**config.mk**
```make
export PLATFORM = sky130hd
export DESIGN_NAME = ctd_decode
export DESIGN_NICKNAME = d
export VERILOG_FILES = /design/src/hdl/clut_texel_decoder_macros.svh /design/src/hdl/ctd_pkg.sv /design/src/hdl/ctd_decode.sv
export SDC_FILE = /design/constraint.sdc
export NUM_CORES = 1
export LEC_CHECK = 0
export ABC_AREA = 1
export ABC_CLOCK_PERIOD_IN_PS = 2420
export BUFFER_PORTS_ARGS = -buffer_cell sky130_fd_sc_hd__buf_2
export CELL_PAD_IN_SITES_DETAIL_PLACEMENT = 0
export CELL_PAD_IN_SITES_GLOBAL_PLACEMENT = 1
export CORE_MARGIN = 4
export CORE_UTILIZATION = 17
export DETAILED_ROUTE_END_ITERATION = 10
export GPL_ROUTABILITY_DRIVEN = 1
export GPL_TIMING_DRIVEN = 0
export PLACE_DENSITY = 0.88
export SLEW_MARGIN = 25
export SYNTH_ARGS = -nofsm -noshare
export SYNTH_HDL_FRONTEND = slang
export SYNTH_SLANG_ARGS = --single-unit
```
**constraint.sdc**
```tcl
create_clock -name vclk -period 2.42
set_clock_uncertainty 0.05 [all_clocks]
set_input_delay 0.484 -clock vclk [all_inputs]
set_output_delay 0.484 -clock vclk [all_outputs]
set_load 0.03 [all_outputs]
```
**src/hdl/clut_texel_decoder_macros.svh**
```systemverilog
// Assertion macros used by the decoder top level.
`ifndef CLUT_TEXEL_DECODER_MACROS_SVH
`define CLUT_TEXEL_DECODER_MACROS_SVH

`ifndef SYNTHESIS

// expr must hold at every clock edge outside reset
`define CTD_ASSERT_ALWAYS(lbl, clk, rst, expr) \
   lbl: assert property (@(posedge clk) disable iff (rst) (expr)) \
      else $error("assertion failed");

// cons must hold in the cycle after ante
`define CTD_ASSERT_NEXT(lbl, clk, rst, ante, cons) \
   lbl: assert property (@(posedge clk) disable iff (rst) (ante) |=> (cons)) \
      else $error("assertion failed");

`else

`define CTD_ASSERT_ALWAYS(lbl, clk, rst, expr)
`define CTD_ASSERT_NEXT(lbl, clk, rst, ante, cons)

`endif

`endif

```
**src/hdl/ctd_pkg.sv**
```systemverilog
package ctd_pkg;

   // palette store geometry
   localparam int PALETTE_DEPTH = 256;
   localparam int REMAP_BLOCK   = 32;
   localparam int ADDR_W        = $clog2(PALETTE_DEPTH);
   localparam int LOCAL_W       = $clog2(REMAP_BLOCK);

   // field widths
   localparam int POS_W   = 8;
   localparam int WORD_W  = 32;
   localparam int FMT_W   = 3;
   localparam int COUNT_W = 9;

   // indexes at or above this are past the store
   localparam logic [COUNT_W-1:0] IDX_LIMIT = COUNT_W'(PALETTE_DEPTH);

   // format codes
   localparam logic [FMT_W-1:0] FMT_RGB16 = 3'd0;
   localparam logic [FMT_W-1:0] FMT_RGB24 = 3'd1;
   localparam logic [FMT_W-1:0] FMT_RGB32 = 3'd2;
   localparam logic [FMT_W-1:0] FMT_IDX4  = 3'd3;
   localparam logic [FMT_W-1:0] FMT_IDX8  = 3'd4;

   // register indexes (word address)
   localparam logic [2:0] REG_IMAGE_FORMAT     = 3'd0;
   localparam logic [2:0] REG_PALETTE_FORMAT   = 3'd1;
   localparam logic [2:0] REG_PALETTE_CSM2     = 3'd2;
   localparam logic [2:0] REG_PALETTE_COMPOUND = 3'd3;
   localparam logic [2:0] REG_PALETTE_COUNT    = 3'd4;

   typedef struct packed {
      logic [FMT_W-1:0]   image_format;
      logic [FMT_W-1:0]   palette_format;
      logic               palette_csm2;
      logic               palette_compound;
      logic [COUNT_W-1:0] palette_count;
   } cfg_type;

   typedef struct packed {
      logic              we;
      logic [ADDR_W-1:0] addr;
      logic [WORD_W-1:0] data;
   } ram_wr_type;

   // what the first stage carries for a pixel word
   typedef struct packed {
      logic              use_mem;
      logic [WORD_W-1:0] direct;
   } pix_info_type;

   // raw color word to RGBA8 (red in the low byte)
   function automatic logic [WORD_W-1:0] convert_word(logic [FMT_W-1:0] fmt,
                                                      logic [WORD_W-1:0] w);
      logic [WORD_W-1:0] r;
      unique case (fmt)
         FMT_RGB16: r = {(w[15] ? 8'hFF : 8'h00), w[14:10], 3'b000,
                         w[9:5], 3'b000, w[4:0], 3'b000};
         FMT_RGB24: r = {8'hFF, w[23:0]};
         FMT_RGB32: r = w;
         default:   r = '0;
      endcase
      return r;
   endfunction

endpackage

```
**src/hdl/ctd_decode.sv**
```systemverilog
module ctd_decode (
   input  ctd_pkg::cfg_type                cfg,
   input  logic [ctd_pkg::POS_W-1:0]       entry_position,
   input  logic [ctd_pkg::WORD_W-1:0]      entry_word,
   input  logic [ctd_pkg::WORD_W-1:0]      pixel_word,
   input  logic                            pixel_odd,
   output ctd_pkg::ram_wr_type             wr,
   output logic [ctd_pkg::ADDR_W-1:0]      raddr,
   output ctd_pkg::pix_info_type           info
);

   logic [ctd_pkg::POS_W-1:0] pos;
   logic [1:0]                quarter;
   logic [7:0]                idx;
   logic                      idx_ok;

   // compound swap (csm2 off) of the second and third quarters of each block
   always_comb begin
      pos     = entry_position;
      quarter = entry_position[ctd_pkg::LOCAL_W-1:ctd_pkg::LOCAL_W-2];
      if (cfg.palette_compound && !cfg.palette_csm2) begin
         if (quarter == 2'b01 || quarter == 2'b10) begin
            pos[ctd_pkg::LOCAL_W-1:ctd_pkg::LOCAL_W-2] = ~quarter;
         end
      end
   end

   // palette entry write; positions past the store are dropped
   assign wr.we   = ({1'b0, pos} < ctd_pkg::IDX_LIMIT);
   assign wr.addr = pos[ctd_pkg::ADDR_W-1:0];
   assign wr.data = ctd_pkg::convert_word(cfg.palette_format, entry_word);

   // palette index of an indexed pixel
   always_comb begin
      if (cfg.image_format == ctd_pkg::FMT_IDX4) begin
         idx = {4'd0, (pixel_odd ? pixel_word[7:4] : pixel_word[3:0])};
      end else begin
         idx = pixel_word[7:0];
      end
   end

   assign idx_ok = (cfg.palette_count != '0)
                && ({1'b0, idx} < cfg.palette_count)
                && ({1'b0, idx} < ctd_pkg::IDX_LIMIT);
   assign raddr  = idx[ctd_pkg::ADDR_W-1:0];

   // direct conversion or palette lookup, else zero
   always_comb begin
      info.use_mem = 1'b0;
      info.direct  = '0;
      if (cfg.image_format == ctd_pkg::FMT_RGB16
          || cfg.image_format == ctd_pkg::FMT_RGB24
          || cfg.image_format == ctd_pkg::FMT_RGB32) begin
         info.direct = ctd_pkg::convert_word(cfg.image_format, pixel_word);
      end else if (cfg.image_format == ctd_pkg::FMT_IDX4
                   || cfg.image_format == ctd_pkg::FMT_IDX8) begin
         info.use_mem = idx_ok;
      end
   end

endmodule

```
==> Yosys cells after proc, flatten, opt, wreduce, memory -nomap -nowiden <==
Index checks and enable logic that the tools add are counted.
W data, S select, Z words.
{ "word_totals": {"ff_bits": 0, "input_bits": 90, "out_inout_bits": 82, "wordCells": 31} }
{ "classes": {"order_cmp": 1, "n_eq_ne": 8, "mux": 11, "n_bitwise": 1, "reduce_logical": 10} }
{ "ops": {"columns": ["op", "count"], "rows": [
  ["$pmux W32 S3", 2],
  ["$mux W32", 1],
  ["$mux W8", 3],
  ["$eq A3 B2 Y1 const B", 3],
  ["$lt A8 B9 Y1", 1],
  ["$reduce_bool A9 Y1", 1],
  ["$eq A3 B1 Y1 const B", 2],
  ["$logic_not A3 Y1", 2],
  ["$logic_or A1 B1 Y1", 4],
  ["$mux W2", 2],
  ["$mux W4", 1],
  ["$eq A3 B3 Y1 const B", 1],
  ["$eq A2 B1 Y1 const B", 1],
  ["$eq A2 B2 Y1 const B", 1],
  ["$logic_and A1 B1 Y1", 2],
  ["$mux W1", 2],
  ["$not A2 Y2", 1],
  ["$logic_not A1 Y1", 1]
]} }

==> Longest topological paths before layout <==
{ "depth": {"word_depth": 6, "ltp_mapped": 13} }

==> Least setup slack after synthesis <==
No wires, ideal clock.
{ "synth_timing": {"path_kind": "input-to-output", "startpoint": "input port cfg[15] in the netlist's numbering", "endpoint": "output port info[32] in the netlist's numbering", "arrival_time_ns": 2.733, "required_time_ns": 1.886, "slack_ns": -0.847, "path_stages": 12, "cell_sequence": "nand2_1 > nor2_4 > nand2_1 > o21ai_0 > ha_1 > nand2_1 > nand2_1 > nand2_1 > nand2_1 > nand2_1 > nand4_1 > nor2_1"} }
{ "synth_lines": {"columns": ["element", "line", "source"], "rows": [
  ["from (decl)", "ctd_decode.sv:2", "input ctd_pkg::cfg_type cfg,"],
  ["to (decl)", "ctd_decode.sv:9", "output ctd_pkg::pix_info_type info"]
]} }

==> impl_results.md <==
- Status: finished, violations left
- Failing checks: negative setup slack
- Tot GR Track Use: 0.1143
- Clock Power Share: 0
- Mapped Avg Cell Area: 5.142 um^2
- Register Area: 0 um^2
- Largest net degree at the start of global routing: 11
- Period utilization: 1.023
- Yosys warning count: 0
- Placed Area: 2235 um^2
- IO Pins: 172
- 1st-iter DRT viols: 55
- Layout cells sized above 1: 0.5394
- DP HPWL: 4731 um
- Synth top area cells: inv_1 (21%), nand2_1 (13%), o22ai_1 (12%)
- Fill cells: 788
- Crit Path Category: in -> out
- Max FO, Critical Path: 6
- Slowest CP cell: ha_4
- Nets: 505
- Logic pwr share: 1.000
- First-pass GRT wire length: 8590 um
- Cell accounting for the most synthesized area: inv_1
- Total number of vias: 2030
- Sequential cell count: 0
- Top delay family on crit path: simple AND/OR/NAND/NOR gates
- Commonest cells in the netlist: inv_1 (67), nand2_1 (42), o22ai_1 (24), nor2_1 (21), o21ai_0 (17)
- Worst hold path class: in -> out
- Peak Freq: 403.8 MHz
- Non-Filler Instances: 502
- Rows: 30
- Worst vdd ir: 0.1108 mV
- MaxCap Viol Count: 0
- WP data arrival: 1.94 ns
- WP depth: 14
- Diode count: 0
- Worst path bufs/invs: 2
- Post-layout util: 0.3421
- Antenna-violating nets left: 0
- Int Pwr: 0.2008 mW
- Cell-by-cell trace of the critical path: buf_8 -> nand2_8 -> nor2_4 -> nand2_4 -> o21ai_4 -> ha_4 -> nand2_2 -> nand2_1 -> nand2_1 -> nand2_1 -> nand2_1 -> nand4_1 -> nor2_4 -> buf_6
- Pre-CTS setup slack: -0.3605 ns
- Die area: 8587 um^2
- Synth top area share: 0.2064
- Post-route setup TNS: -0.05673 ns
- Dpl cells: 497
- Final total power: 0.5726 mW
- CLK BUF: 0
- DRC viols: 0
- Crit path top cell by count: nand2_1
- Switching share of total power: 0.6494
- Remaining Overflow, GRT: 0
- RSZ-0062 raised after global routing: yes
- Setup Viol. Count Final: 1
- Post-Route WL: 5299 um
- Core Area: 6869 um^2
- Sequential-to-total area share from yosys stat: 0
- Most common cell in the netlist: inv_1
- Critical Path Sink Type: primary output
- Hold path depth: 2
- Synth cell types: 23
- Starting Density: 0.1774
- Vias per cell: 4.044
- First-pass detailed-route iteration total: 4
- Hold_ws: 1.169 ns
- Syn Nets: 334
- P_sw: 0.3718 mW
- WL per Instance: 10.56 um
- Post-Syn Instances: 237
- Data required, critical path: 1.89 ns
- Vias in the first global route: 2030
- Final hold violations: 0
- Startpoint Class: input port
- Cell Pwr Density: 243.7 nW/um^2
- Sequential share of power: 0
- Non-Filler Cell Area, Final: 2350 um^2
- Die X: 92.67 um
- Setup WS post-layout: -0.05673 ns
- Layout area overhead: 92.81%
- GP Congestion: 0.7729
- CP peak stage delay: 0.22 ns
- Buffers on Ports: 164
- Initial antenna violation count: 0
- Final Max Slew Viols: 0
- Min cycle time layout: 2.477 ns
- Die H: 92.67 um
- Cell Area, Synth: 1219 um^2
- Leak: 1.560 nW
layer usage:
| layer | vias to the layer above | share of wire | track usage |
|---|---|---|---|
| li1 | 1073 | - | - |
| met4 | 0 | 0.0045 | 0.004884 |
| met5 | - | 0 | 0 |
| met3 | 2 | 0.12 | 0.03493 |
| met2 | 99 | 0.51 | 0.2320 |
| met1 | 856 | 0.37 | 0.1192 |
layout make-up:
cell class	count	area (um^2)	area share
plain buffers	13	100.1	0.04260
inverters	70	265.3	0.1129
multi-input cells	154	969.7	0.4127
well taps	96	120.1	0.05112
repair buffers	169	894.6	0.3807
power by group through the flow:
stage                     Sequential, mW  Combinational, mW  Clock [mW]
final                                  0              0.573           0
after global routing                   0              0.627           0
after CTS                              0              0.569           0
after detailed placement               0              0.553           0
after global placement                 0              0.549           0
after floorplan                        0              0.365           0
cells in the final DEF (no fill, tap or decap), types with 3 or more instances in the layout:
cell type  instances
buf_6              3
o22ai_1           24
nor2_4             4
nand2_1           37
nand3_1           12
nor2_2            12
buf_4             12
buf_2            164
ha_1               4
nor3_1             4
nand2_4            5
nor2_1            18
inv_1             67
o21ai_0           14
ha_4               3
timing repair:
item	4_1_cts	5_1_grt
endpoints found under the setup margin	1	1
resized for setup	15	3
hold buffers	0	0
hold endpoints to repair	0	0
pin swaps	9	9
buffers inserted	4	1
logic make-up (layout without fill, tap and decap cells):
| logic type | count (synthesis) | after routing | synth area share |
|---|---|---|---|
| buffers and inverters | 83 | 252 | 0.2998 |
| other | 1 | 1 | 0.003077 |
| AND/OR/NAND/NOR | 99 | 99 | 0.3932 |
| AO/OA/AOI/OAI | 47 | 47 | 0.2320 |
| adder cells (fa/ha/maj) | 7 | 7 | 0.07187 |
worst paths after layout:
kind,from,slack (ns),to
hold / removal,entry_position[7],1.17,wr[39]
setup / recovery,cfg[15],-0.06,info[32]
(Power assumes the default switching activity.)
