--- src/hdl/clut_texel_decoder_macros.svh ---
// Assertion macros used by the decoder top level.
`ifndef CLUT_TEXEL_DECODER_MACROS_SVH
`define CLUT_TEXEL_DECODER_MACROS_SVH

`ifndef SYNTHESIS

// expr must hold at every clock edge outside reset
`define CTD_ASSERT_ALWAYS(lbl, clk, rst, expr) \
   lbl: assert property (@(posedge clk) disable iff (rst) (expr)) \
      else $error("assertion failed");

// cons must hold in the cycle after ante
`define CTD_ASSERT_NEXT(lbl, clk, rst, ante, cons) \
   lbl: assert property (@(posedge clk) disable iff (rst) (ante) |=> (cons)) \
      else $error("assertion failed");

`else

`define CTD_ASSERT_ALWAYS(lbl, clk, rst, expr)
`define CTD_ASSERT_NEXT(lbl, clk, rst, ante, cons)

`endif

`endif

--- src/hdl/ctd_pkg.sv ---
package ctd_pkg;

   // palette store geometry
   localparam int PALETTE_DEPTH = 256;
   localparam int REMAP_BLOCK   = 32;
   localparam int ADDR_W        = $clog2(PALETTE_DEPTH);
   localparam int LOCAL_W       = $clog2(REMAP_BLOCK);

   // field widths
   localparam int POS_W   = 8;
   localparam int WORD_W  = 32;
   localparam int FMT_W   = 3;
   localparam int COUNT_W = 9;

   // indexes at or above this are past the store
   localparam logic [COUNT_W-1:0] IDX_LIMIT = COUNT_W'(PALETTE_DEPTH);

   // format codes
   localparam logic [FMT_W-1:0] FMT_RGB16 = 3'd0;
   localparam logic [FMT_W-1:0] FMT_RGB24 = 3'd1;
   localparam logic [FMT_W-1:0] FMT_RGB32 = 3'd2;
   localparam logic [FMT_W-1:0] FMT_IDX4  = 3'd3;
   localparam logic [FMT_W-1:0] FMT_IDX8  = 3'd4;

   // register indexes (word address)
   localparam logic [2:0] REG_IMAGE_FORMAT     = 3'd0;
   localparam logic [2:0] REG_PALETTE_FORMAT   = 3'd1;
   localparam logic [2:0] REG_PALETTE_CSM2     = 3'd2;
   localparam logic [2:0] REG_PALETTE_COMPOUND = 3'd3;
   localparam logic [2:0] REG_PALETTE_COUNT    = 3'd4;

   typedef struct packed {
      logic [FMT_W-1:0]   image_format;
      logic [FMT_W-1:0]   palette_format;
      logic               palette_csm2;
      logic               palette_compound;
      logic [COUNT_W-1:0] palette_count;
   } cfg_type;

   typedef struct packed {
      logic              we;
      logic [ADDR_W-1:0] addr;
      logic [WORD_W-1:0] data;
   } ram_wr_type;

   // what the first stage carries for a pixel word
   typedef struct packed {
      logic              use_mem;
      logic [WORD_W-1:0] direct;
   } pix_info_type;

   // raw color word to RGBA8 (red in the low byte)
   function automatic logic [WORD_W-1:0] convert_word(logic [FMT_W-1:0] fmt,
                                                      logic [WORD_W-1:0] w);
      logic [WORD_W-1:0] r;
      unique case (fmt)
         FMT_RGB16: r = {(w[15] ? 8'hFF : 8'h00), w[14:10], 3'b000,
                         w[9:5], 3'b000, w[4:0], 3'b000};
         FMT_RGB24: r = {8'hFF, w[23:0]};
         FMT_RGB32: r = w;
         default:   r = '0;
      endcase
      return r;
   endfunction

endpackage

--- src/hdl/ctd_csr.sv ---
module ctd_csr (
   input  logic                clock,
   input  logic                reset,
   input  logic                psel,
   input  logic                penable,
   input  logic                pwrite,
   input  logic [4:0]          paddr,
   input  logic [31:0]         pwdata,
   output logic [31:0]         prdata,
   output logic                pready,
   output ctd_pkg::cfg_type    cfg
);

   ctd_pkg::cfg_type cfg_ff, cfg_in;
   logic             wr_en;
   logic [2:0]       reg_idx;

   assign pready  = 1'b1;
   assign wr_en   = psel && penable && pwrite;
   assign reg_idx = paddr[4:2];
   assign cfg     = cfg_ff;

   // register writes
   always_comb begin
      cfg_in = cfg_ff;
      if (wr_en) begin
         unique case (reg_idx)
            ctd_pkg::REG_IMAGE_FORMAT:     cfg_in.image_format     = pwdata[2:0];
            ctd_pkg::REG_PALETTE_FORMAT:   cfg_in.palette_format   = pwdata[2:0];
            ctd_pkg::REG_PALETTE_CSM2:     cfg_in.palette_csm2     = pwdata[0];
            ctd_pkg::REG_PALETTE_COMPOUND: cfg_in.palette_compound = pwdata[0];
            ctd_pkg::REG_PALETTE_COUNT:    cfg_in.palette_count    = pwdata[8:0];
            default: ;
         endcase
      end
   end

   always_ff @(posedge clock) begin
      if (reset) begin
         cfg_ff <= '0;
      end else begin
         cfg_ff <= cfg_in;
      end
   end

   // read back
   always_comb begin
      unique case (reg_idx)
         ctd_pkg::REG_IMAGE_FORMAT:     prdata = {29'd0, cfg_ff.image_format};
         ctd_pkg::REG_PALETTE_FORMAT:   prdata = {29'd0, cfg_ff.palette_format};
         ctd_pkg::REG_PALETTE_CSM2:     prdata = {31'd0, cfg_ff.palette_csm2};
         ctd_pkg::REG_PALETTE_COMPOUND: prdata = {31'd0, cfg_ff.palette_compound};
         ctd_pkg::REG_PALETTE_COUNT:    prdata = {23'd0, cfg_ff.palette_count};
         default:                       prdata = '0;
      endcase
   end

endmodule

--- config.mk ---
export PLATFORM = sky130hd
export DESIGN_NAME = ctd_csr
export DESIGN_NICKNAME = d
export VERILOG_FILES = /design/src/hdl/clut_texel_decoder_macros.svh /design/src/hdl/ctd_pkg.sv /design/src/hdl/ctd_csr.sv
export SDC_FILE = /design/constraint.sdc
export NUM_CORES = 1
export LEC_CHECK = 0
export BUFFER_PORTS_ARGS = -buffer_cell sky130_fd_sc_hd__buf_2
export CAP_MARGIN = 20
export CORE_UTILIZATION = 41
export CTS_CLUSTER_SIZE = 8
export DETAILED_ROUTE_END_ITERATION = 10
export PLACE_DENSITY = 0.86
export SYNTH_ARGS = -nofsm -noshare
export SYNTH_HDL_FRONTEND = slang
export SYNTH_SLANG_ARGS = --single-unit
export TNS_END_PERCENT = 5
--- constraint.sdc ---
create_clock -name clock -period 3.22 [get_ports clock]
set_input_delay 0 -clock clock [delete_from_list [all_inputs] [get_ports clock]]
set_output_delay 0 -clock clock [all_outputs]
set_load 0.005 [all_outputs]
[After elaboration in Yosys (flattened, before gate mapping)]
Index checks and enable logic that the tools add are counted.
Operators by class
  muxes and demuxes: 1
  equal/unequal tests: 4
  reduce and logical (&&, ||, !) cells: 8
Operator list (count)
  case mux 9 bit (5 select lines): 1
  AND reduction 2 bit: 5
  equality test 3 x 2 -> 1 bit (second input constant): 2
  equality test 3 x 1 -> 1 bit (second input constant): 1
  equality test 3 bit (second input constant): 1
  logical NOT 3 bit: 1
  logical AND 1 bit: 2
Storage, ports and cells
  register bits: 17
  logic and storage cells: 18
  bits of input ports: 42
  output and inout bits: 50

[Longest topological paths before layout]
Gate-level depths: netlist (run 1).
  word-level depth: 3
  mapped depth: 5
  gate-level depth less buffers: 3

[Least setup slack after synthesis (run 1)]
OpenSTA, ideal clock, no wires.
  kind: input port to flip-flop
  from: input paddr[3]
  to: register cfg_ff, in the netlist cfg[3]
  data arrival time: 0.957 ns
  stages on the path: 4
  slack: 2.191 ns
  required time: 3.148 ns
  buffers on the path: 1
  library setup time: 0.072 ns
  path through: buf_2 > nand2b_1 > nor3_2 > mux2i_1
On the way
  cells in the longest elaborated chain, start to end: 2
RTL lines
  from (decl): line ctd_csr.sv:7  | input logic [4:0] paddr,
  equality test 3 bit: line ctd_csr.sv:27  | unique case (reg_idx)
  AND reduction 2 bit (no line)
  to (signal assigned): line ctd_csr.sv:42  | cfg_ff <= cfg_in;
  to (decl): line ctd_csr.sv:14  | ctd_pkg::cfg_type cfg_ff, cfg_in;
No other way between the ends.
A chain may end at the register's enable or synchronous reset.

[Final worst setup path (run 1)]
  from: register cfg_ff, in the netlist cfg[14]
  to: output prdata[0]
On the way
  cells in the longest elaborated chain, start to end: 1
RTL lines
  case mux 9 bit (5 select lines): line ctd_csr.sv:48  | unique case (reg_idx)
  to (decl): line ctd_csr.sv:9  | output logic [31:0] prdata,
No other way between the ends.

==> results of run 1 <==
## critical path: cells and delay by family, from the launching register on
kind            cells  cell delay [ns]
compound gates      1             0.07
buf+inv             2             0.19
flops               1             0.34
mux                 1             0.46
## what timing repair did
action	4_1_cts	5_1_grt
endpoints found under the hold margin	6	0
buffers inserted	0	0
gates resized for setup	0	0
hold buffers	6	0
## per-layer routing
layer,vias to the layer above,GRT usage,routed length [um],part of all wire
met5,-,0,0,0
met4,0,0.06579,30,0.014
met3,4,0.05085,195,0.093
met2,48,0.2922,1037,0.49
met1,385,0.1752,835,0.40
li1,431,-,-,-
## synthesized netlist by cell type
cell type / n
and2_1: 6
mux4_2: 1
nor3_1: 1
buf_2: 4
o21ai_0: 1
inv_1: 1
dfxtp_1: 17
a21oi_1: 2
nand3_2: 1
clkbuf_1: 3
nor3b_1: 1
or3_1: 1
mux2i_1: 19
nor2b_1: 1
buf_4: 24
nand2b_1: 27
or4b_1: 1
conb_1: 2
nor3_2: 1
or2_2: 2
nand2_1: 4
nor4b_1: 1
nor4_2: 1
## kinds of logic (layout without fill, tap and decap cells)
family                 count (synthesis)  count (layout)  share of synthesized area
other                                  2              24                   0.006821
AO/OA/AOI/OAI                          3               3                    0.01363
buffers and inverters                 32              53                     0.1954
flip-flops                            17              17                     0.3091
multiplexers                          20              20                     0.1932
AND/OR/NAND/NOR                       48              48                     0.2818
## worst paths after layout
kind	slack [ns]	end	cells past startpoint
hold reg to reg	0.49	cfg[9]$_SDFFE_PP0P_	2
hold / removal	0.02	cfg[12]$_SDFFE_PP0P_	3
setup reg to reg	2.57	cfg[14]$_SDFFE_PP0P_	2
setup / recovery	1.86	prdata[0]	4
## stage by stage
step / area [um^2] / setup slack, ns / std cells / hold slack, ns / total power, mW
3_5_place_dp: 1220 / 2.011 / 185 / 0.2720 / 0.2618
6_report: 1308 / 1.858 / 195 / 0.01511 / 0.3796
2_1_floorplan: 1184 / 2.191 / 144 / 0.1553 / 0.2686
3_3_place_gp: 1220 / 2.039 / 185 / 0.2627 / 0.2614
5_1_grt: 1308 / 1.789 / 195 / 0.02208 / 0.3981
4_1_cts: 1308 / 1.845 / 195 / 0.01543 / 0.3812
## power by group through the flow
stage               combinational (mW)  clock [mW]  sequential (mW)
finish                          0.0503       0.117            0.213
global route                    0.0577       0.127            0.213
CTS                             0.0496       0.119            0.213
detailed placement              0.0442           0            0.218
global placement                0.0438           0            0.218
floorplan                       0.0510           0            0.218
## area by class of cell
class	count	area [um^2]	share of cell area
multi-input combinational	95	628.1	0.4804
sequential	17	340.3	0.2603
timing repair buffer	48	270.3	0.2067
tap	30	37.54	0.02871
clock buffer	3	22.52	0.01722
clock inverter	1	5.005	0.003828
inverter	1	3.754	0.002871
==> flow_summary.toml, run 1 <==
[final_layout]
largest_reg_flops = 17
final_util = 0.5230
area_growth_syn_to_layout_pct = 18.75
final_nets = 208
drive_gt1_frac = 0.3152
num_antenna_cells = 0
nFillCells = 243
final_common_cell = "buf_2"
most-common-layout-cells = "buf_2, nand2b_1, conb_1"

[power]
p_comb_frac = 0.132
power_frac_clock = 0.307
power_switching_uw = 97.94
p_per_area_nw_per_um2 = 290.3
max-vdd-ir-drop_uv = 182.4
p_leak_nw = 0.6474
swShare = 0.2580
seqPwrFrac = 0.561
p_int_uw = 281.7

[clock_network]
numCtsBuffers = 3
path_clk_slew_ns = 0.10
clk_latency_ns = 0.29
cts-root-buf = "clkbuf_4"
clock_sinks = 17
cts_tree = "yes"
clockBufferDepth = 2
cts_max_level = 1

[critical_path]
cp_max_fo = 3
start_kind = "flop"
end_kind = "primary output"
reg2reg_from = "cfg[14]$_SDFFE_PP0P_"
cp_data_required_time_ns = 3.22
cp_slowest_cell = "mux4_2"
worstSetupPathType = "reg -> out"
critPathMaxStageDelay_ns = 0.46
cp-startpoint = "cfg[14]$_SDFFE_PP0P_"
arrival_ns = 1.36
crit_chain = "mux4_2 > inv_1 > o21ai_0 > buf_2"

[synth]
synth_seq_cells = 17
synth_cells = 122
synth_area_leader_cell = "dfxtp_1"
yosys-top-cells-area = "dfxtp_1, mux2i_1, buf_4"
synth_top_area_frac = 0.3091
yosysUniqueCellTypes = 23
syn_area_um2 = 1101
ys_warn_count = 0
yosysSeqAreaShare = 0.3091
syn_avg_cell_area_um2 = 9.025

[placed_design]
routabilityCongestion = 0.7195
hpwl_mm = 1.474
port_buffers = 42

[timing]
setup_viol = 0
slew_violations = 0
slew_headroom = 0.4817
rsz0062_at_grt = "no"
finalCriticalPeriod_ns = 1.362
worst_pin_slew_ns = 0.7758
final.setup.tns_ns = 0
clock-skew-final_ns = 0
fin_crit_sh = 0.4229
finalHoldViolCount = 0
max_freq_ghz = 0.7343

[die]
die-area_um2 = 2897
ioPinCount = 92
die_y_um = 53.82
start_util = 0.4404
coreArea_um2 = 2500
die_w_um = 53.82
rows = 18

[detailed_routing]
wire_per_inst_um = 10.76
ant_nets = 0
vias = 868
routed_wl_mm = 2.099
drc_errors = 0
avgViaCountPerCell = 4.451
drt_pass1_iterations = 4
drtIter0Drc = 4

[global_routing]
grt_pass1_wl_mm = 3.312
overflow = 0
grt_max_degree = 27
grt_pass1_vias = 738
grt_util_all_layers = 0.1631
antenna_found_initial = 0

[worst_hold_path]
hold_start = "pwdata[1]"
hp-class = "in -> reg"

[job]
cap_violations = 0

[run_status]
status = "complete, no violations"
No activity file was read; power rests on OpenSTA's default activity.
==> inputs of run 2 (changes only) <==
Settings changed: CORE_UTILIZATION 41 to 34, PLACE_DENSITY 0.86 to 0.76.
Clock period 3.22 ns to 1.2 ns, I/O delays scaled along.
==> run 2 against run 1 <==
  * The run now ends with negative setup slack left
  * First-iteration DRC count stayed put
  * Total power grew to 2.7 times the previous value
  * Count of clock-buffer cells in the layout did not move
  * Cell area increased by 9.1%
  * Via count increased by 1.4%
  * Routed wire length is 0.48% higher
  * Critical path type unchanged
  * Critical endpoint unchanged
  * Largest power group unchanged
==> flow_summary.toml, run 2 (synthesis gave the netlist of run 1 again) <==
[run_status]
status = "complete, but fails checks"
violations = "negative setup slack"

[clock_network]
clockBufferDepth = 2
cts-root-buf = "clkbuf_4"
clk_latency_ns = 0.28
clock_sinks = 17
cts_max_level = 1
path_clk_slew_ns = 0.10
numCtsBuffers = 3
cts_tree = "yes"

[final_layout]
largest_reg_flops = 17
most-common-layout-cells = "buf_2, nand2b_1, conb_1"
area_growth_syn_to_layout_pct = 29.55
multi_input_area_um2 = 644.4
seqCellArea_um2 = 350.3
final_nets = 218
final_common_cell = "buf_2"
num_antenna_cells = 0
drive_gt1_frac = 0.4229
nFillCells = 308

[global_routing]
overflow = 0
antenna_found_initial = 0
grt_util_all_layers = 0.1238
grt_max_degree = 22
grt_pass1_wl_mm = 3.305
grt_pass1_vias = 740

[worst_hold_path]
hp-class = "in -> reg"
hold_end = "cfg[1]$_SDFFE_PP0P_"
whs_path_depth = 3
hold_start = "pwdata[1]"

[timing]
clock-skew-final_ns = 0
rsz0062_at_grt = "yes"
setup_ws_ns = -0.1257
setup_viol = 1
finalHoldViolCount = 0
final.setup.tns_ns = -0.1257
max_freq_ghz = 0.7543
finalCriticalPeriod_ns = 1.326
slew_violations = 0
fin_crit_sh = 1.105

[power]
power_mw = 1.022
power_frac_clock = 0.294
p_comb_frac = 0.148
power_switching_uw = 255.7
swShare = 0.2501
p_int_uw = 766.6
p_leak_nw = 0.7084
seqPwrFrac = 0.558
p_per_area_nw_per_um2 = 716.8
max-vdd-ir-drop_uv = 513.0

[critical_path]
end_kind = "primary output"
r2r_end = "cfg[9]$_SDFFE_PP0P_"
cp_slowest_cell = "mux4_2"
arrival_ns = 1.33
reg2reg_depth = 3
reg2reg_from = "cfg[9]$_SDFFE_PP0P_"
critPathMaxStageDelay_ns = 0.47
rrSetupSlack_ns = 0.51
worstSetupPathType = "reg -> out"
crit_chain = "mux4_2 > inv_2 > o21ai_2 > buf_2"
cp_data_required_time_ns = 1.20
start_kind = "flop"
cp_max_fo = 2

[die]
start_util = 0.3607
die_y_um = 58.91
coreArea_um2 = 3053
ioPinCount = 92
die-area_um2 = 3470
die_w_um = 58.91
rows = 20

[placed_design]
port_buffers = 42
place_ws_ns = 0.1100
routabilityCongestion = 0.7825
hpwl_mm = 1.585

[job]
cap_violations = 0

[detailed_routing]
vias = 880
drt_pass1_iterations = 3
wire_per_inst_um = 9.630
ant_nets = 0
routed_wl_mm = 2.109
avgViaCountPerCell = 4.018
drc_errors = 0
drtIter0Drc = 4
-- run 2: cell count changes in the layout (fill, tap and decap cells not counted) --
cell / before / now
buf_4: 0 / 10
a21oi_1: 2 / 0
or2_2: 2 / 0
inv_2: 0 / 1
dfxtp_1: 17 / 9
dfxtp_2: 0 / 8
or2_4: 0 / 2
a21oi_2: 0 / 2
o21ai_2: 0 / 1
o21ai_0: 1 / 0
inv_1: 1 / 0
-- run 2: worst max path at each step --
stage,from,endpoint,slack (ns)
finish,cfg[9]$_SDFFE_PP0P_,prdata[0],-0.13
global route,cfg[9]$_SDFFE_PP0P_,prdata[0],-0.18
CTS,cfg[9]$_SDFFE_PP0P_,prdata[0],-0.14
detailed placement,pwrite,cfg[12]$_SDFFE_PP0P_,0.11
global placement,pwrite,cfg[11]$_SDFFE_PP0P_,0.11
floorplan,paddr[3],cfg[3]$_SDFFE_PP0P_,0.17
-- run 2: timing repair --
item | in CTS | in global routing
setup buffers | 2 | 1
hold buffers | 6 | 0
endpoints found under the setup margin | 3 | 2
resized for setup | 12 | 3
hold endpoints to repair | 6 | 0
pin swaps | 2 | 0
-- run 2: critical path: cells and delay by family, from the launching register on --
kind | cells | cell delay, ns
AO/OA/AOI/OAI | 1 | 0.05
buffers and inverters | 2 | 0.19
flip-flops | 1 | 0.33
multiplexers | 1 | 0.47
-- run 2: routing by layer --
layer  track usage  up-vias  share of wire
li1              -      452              -
met1        0.1723      396           0.46
met2        0.1964       32           0.48
met3       0.03077        0          0.060
met4       0.02041        0              0
met5             0        -              0
-- run 2: final cells by class --
type | instances | area share
clock buffers | 3 | 0.01579
repair buffers | 58 | 0.2421
clock inverters | 1 | 0.003509
flip-flops and latches | 17 | 0.2456
inverters | 1 | 0.002632
well taps | 44 | 0.03860
multi-input cells | 95 | 0.4518
-- run 2: power by group through the flow --
stage	combinational [mW]	clock, mW	sequential [mW]
floorplan	0.137	0	0.584
global placement	0.132	0	0.584
detailed placement	0.132	0	0.584
CTS	0.149	0.316	0.571
global route	0.171	0.340	0.572
finish	0.151	0.300	0.571
-- run 2: metrics by stage --
| stage | hold slack [ns] | instances | util | instance area [um^2] |
|---|---|---|---|---|
| 4_1_cts | 0.02415 | 218 | 0.4623 | 1411 |
| 3_3_place_gp | 0.2637 | 206 | 0.4225 | 1290 |
| 2_1_floorplan | 0.1553 | 144 | - | 1184 |
| 6_report | 0.03371 | 219 | 0.4672 | 1426 |
| 5_1_grt | 0.05088 | 219 | 0.4672 | 1426 |
| 3_5_place_dp | 0.2673 | 206 | 0.4225 | 1290 |
==> inputs of run 3 (changes only) <==
Settings changed: CORE_UTILIZATION 34 to 36, CTS_BUF_LIST set to sky130_fd_sc_hd__clkbuf_8, PLACE_DENSITY 0.76 to 0.85.
==> run 3 against run 2 <==
  * The run ends with design-rule violations, negative hold slack, negative setup slack left
  * Sequential share of layout area is 1.1 points higher
  * Cell count is 8.7% lower
  * Global-route usage is 1.1 points higher
  * Combinational power is 9% lower
  * Core utilization is 1.6 points higher
  * Sequential cell count stayed put
  * Clock skew stayed put
  * Register-to-register slack worse by 0.10 ns
  * Total power is 11% higher
  * Die area is 5.4% lower
  * Worst hold slack worse by 0.036 ns
==> flow_summary.toml, run 3 (synthesis gave the netlist of run 1 again) <==
[detailed_routing]
ant_nets = 0
routed_wl_mm = 2.193
avgViaCountPerCell = 4.410
drc_errors = 5
vias = 882
drt_pass1_iterations = 7
drtIter0Drc = 16
wire_per_inst_um = 10.97

[critical_path]
worstSetupPathType = "reg -> out"
start_kind = "flop"
arrival_ns = 1.28
cp_max_fo = 2
cp_data_required_time_ns = 1.20
end_kind = "primary output"

[global_routing]
grt_pass1_vias = 739
grt_max_degree = 15
antenna_found_initial = 0
overflow = 0
grt_util_all_layers = 0.1347
grt_pass1_wl_mm = 3.374

[die]
rows = 19
die_w_um = 57.31
ioPinCount = 92
start_util = 0.3892
die-area_um2 = 3284
die_y_um = 57.31
coreArea_um2 = 2829

[power]
p_per_area_nw_per_um2 = 827.2
swShare = 0.2413
p_int_uw = 858.3
p_leak_nw = 0.6880
p_comb_frac = 0.122
power_frac_clock = 0.373
max-vdd-ir-drop_uv = 541.2
power_mw = 1.131
seqPwrFrac = 0.505
power_switching_uw = 273.0

[worst_hold_path]
hp-class = "in -> reg"

[final_layout]
final_common_cell = "buf_2"
area_growth_syn_to_layout_pct = 24.20
nFillCells = 282
most-common-layout-cells = "buf_2, nand2b_1, conb_1"
drive_gt1_frac = 0.4320
final_nets = 212
layout.cells.non_filler = 200
largest_reg_flops = 17
num_antenna_cells = 0

[timing]
finalCriticalPeriod_ns = 1.280
clock-skew-final_ns = 0
setup_ws_ns = -0.07987
slew_violations = 0
hold_slack_ns = -0.002325
fin_crit_sh = 1.067
rsz0062_at_grt = "yes"
final.setup.tns_ns = -0.07987
max_freq_ghz = 0.7813
finalHoldViolCount = 2
setup_viol = 1

[clock_network]
numCtsBuffers = 3
cts-root-buf = "clkbuf_8"
cts-hold-fix-buffers = 0
clock_sinks = 17
path_clk_slew_ns = 0.07
clockBufferDepth = 2
cts_tree = "yes"
clk_latency_ns = 0.25
cts_max_level = 1

[run_status]
status = "complete, but fails checks"
violations = "design-rule violations, negative hold slack, negative setup slack"

[placed_design]
hpwl_mm = 1.709
placedCellCount = 193
port_buffers = 42
routabilityCongestion = 0.7018

[job]
cap_violations = 0
run 3: path summary, 6_finish.rpt:
kind                                            from                    to  slack, ns  depth (start not counted)
worst min-delay path                       pwdata[4]   cfg[4]$_SDFFE_PP0P_     -0.002                          3
worst max register to register   cfg[9]$_SDFFE_PP0P_   cfg[9]$_SDFFE_PP0P_       0.41                          4
worst max-delay path             cfg[9]$_SDFFE_PP0P_             prdata[0]      -0.08                          4
worst min register to register  cfg[16]$_SDFFE_PP0P_  cfg[16]$_SDFFE_PP0P_       0.47                          2
run 3: final cells by class:
cell class,instances,area (um^2),area share
Sequential cell,17,350.3,0.2562
Tap cell,31,38.79,0.02836
Clock buffer,3,41.29,0.03019
Multi-Input combinational cell,95,644.4,0.4712
Timing Repair Buffer,52,285.3,0.2086
Clock inverter,1,3.754,0.002745
Inverter,1,3.754,0.002745
run 3: power by group through the flow:
stage	logic (mW)	registers [mW]	clock network (mW)
after floorplan	0.137	0.584	0
after global placement	0.131	0.584	0
after detailed placement	0.133	0.584	0
after CTS	0.135	0.571	0.424
after global routing	0.153	0.572	0.446
final	0.137	0.571	0.422
run 3: metal layers:
layer | wire, um | track usage | vias to the layer above
li1 | - | - | 439
met1 | 928 | 0.1655 | 400
met2 | 1084 | 0.2269 | 38
met3 | 148 | 0.02721 | 5
met4 | 32 | 0.06272 | 0
met5 | 0 | 0 | -
run 3: timing repair:
action,4_1_cts,5_1_grt
pin swaps,0,2
gates resized for setup,8,7
setup buffers,2,1
endpoints found under the setup margin,3,3
run 3: worst max-delay path, stage by stage (launching register included):
cell and delay (ns):
dfxtp_2 0.32, mux4_2 0.47, inv_2 0.06, o21ai_1 0.04, buf_2 0.13
run 3: through the flow:
step,setup slack [ns],cell area (um^2),util,hold WS [ns]
5_1_grt,-0.1146,1368,0.4834,0.009301
6_report,-0.07987,1368,0.4834,-0.002325
3_5_place_dp,0.08249,1274,0.4502,0.2682
2_1_floorplan,0.1715,1184,-,0.1553
3_3_place_gp,0.1151,1274,0.4502,0.2639
4_1_cts,-0.08177,1341,0.4741,0.0008369
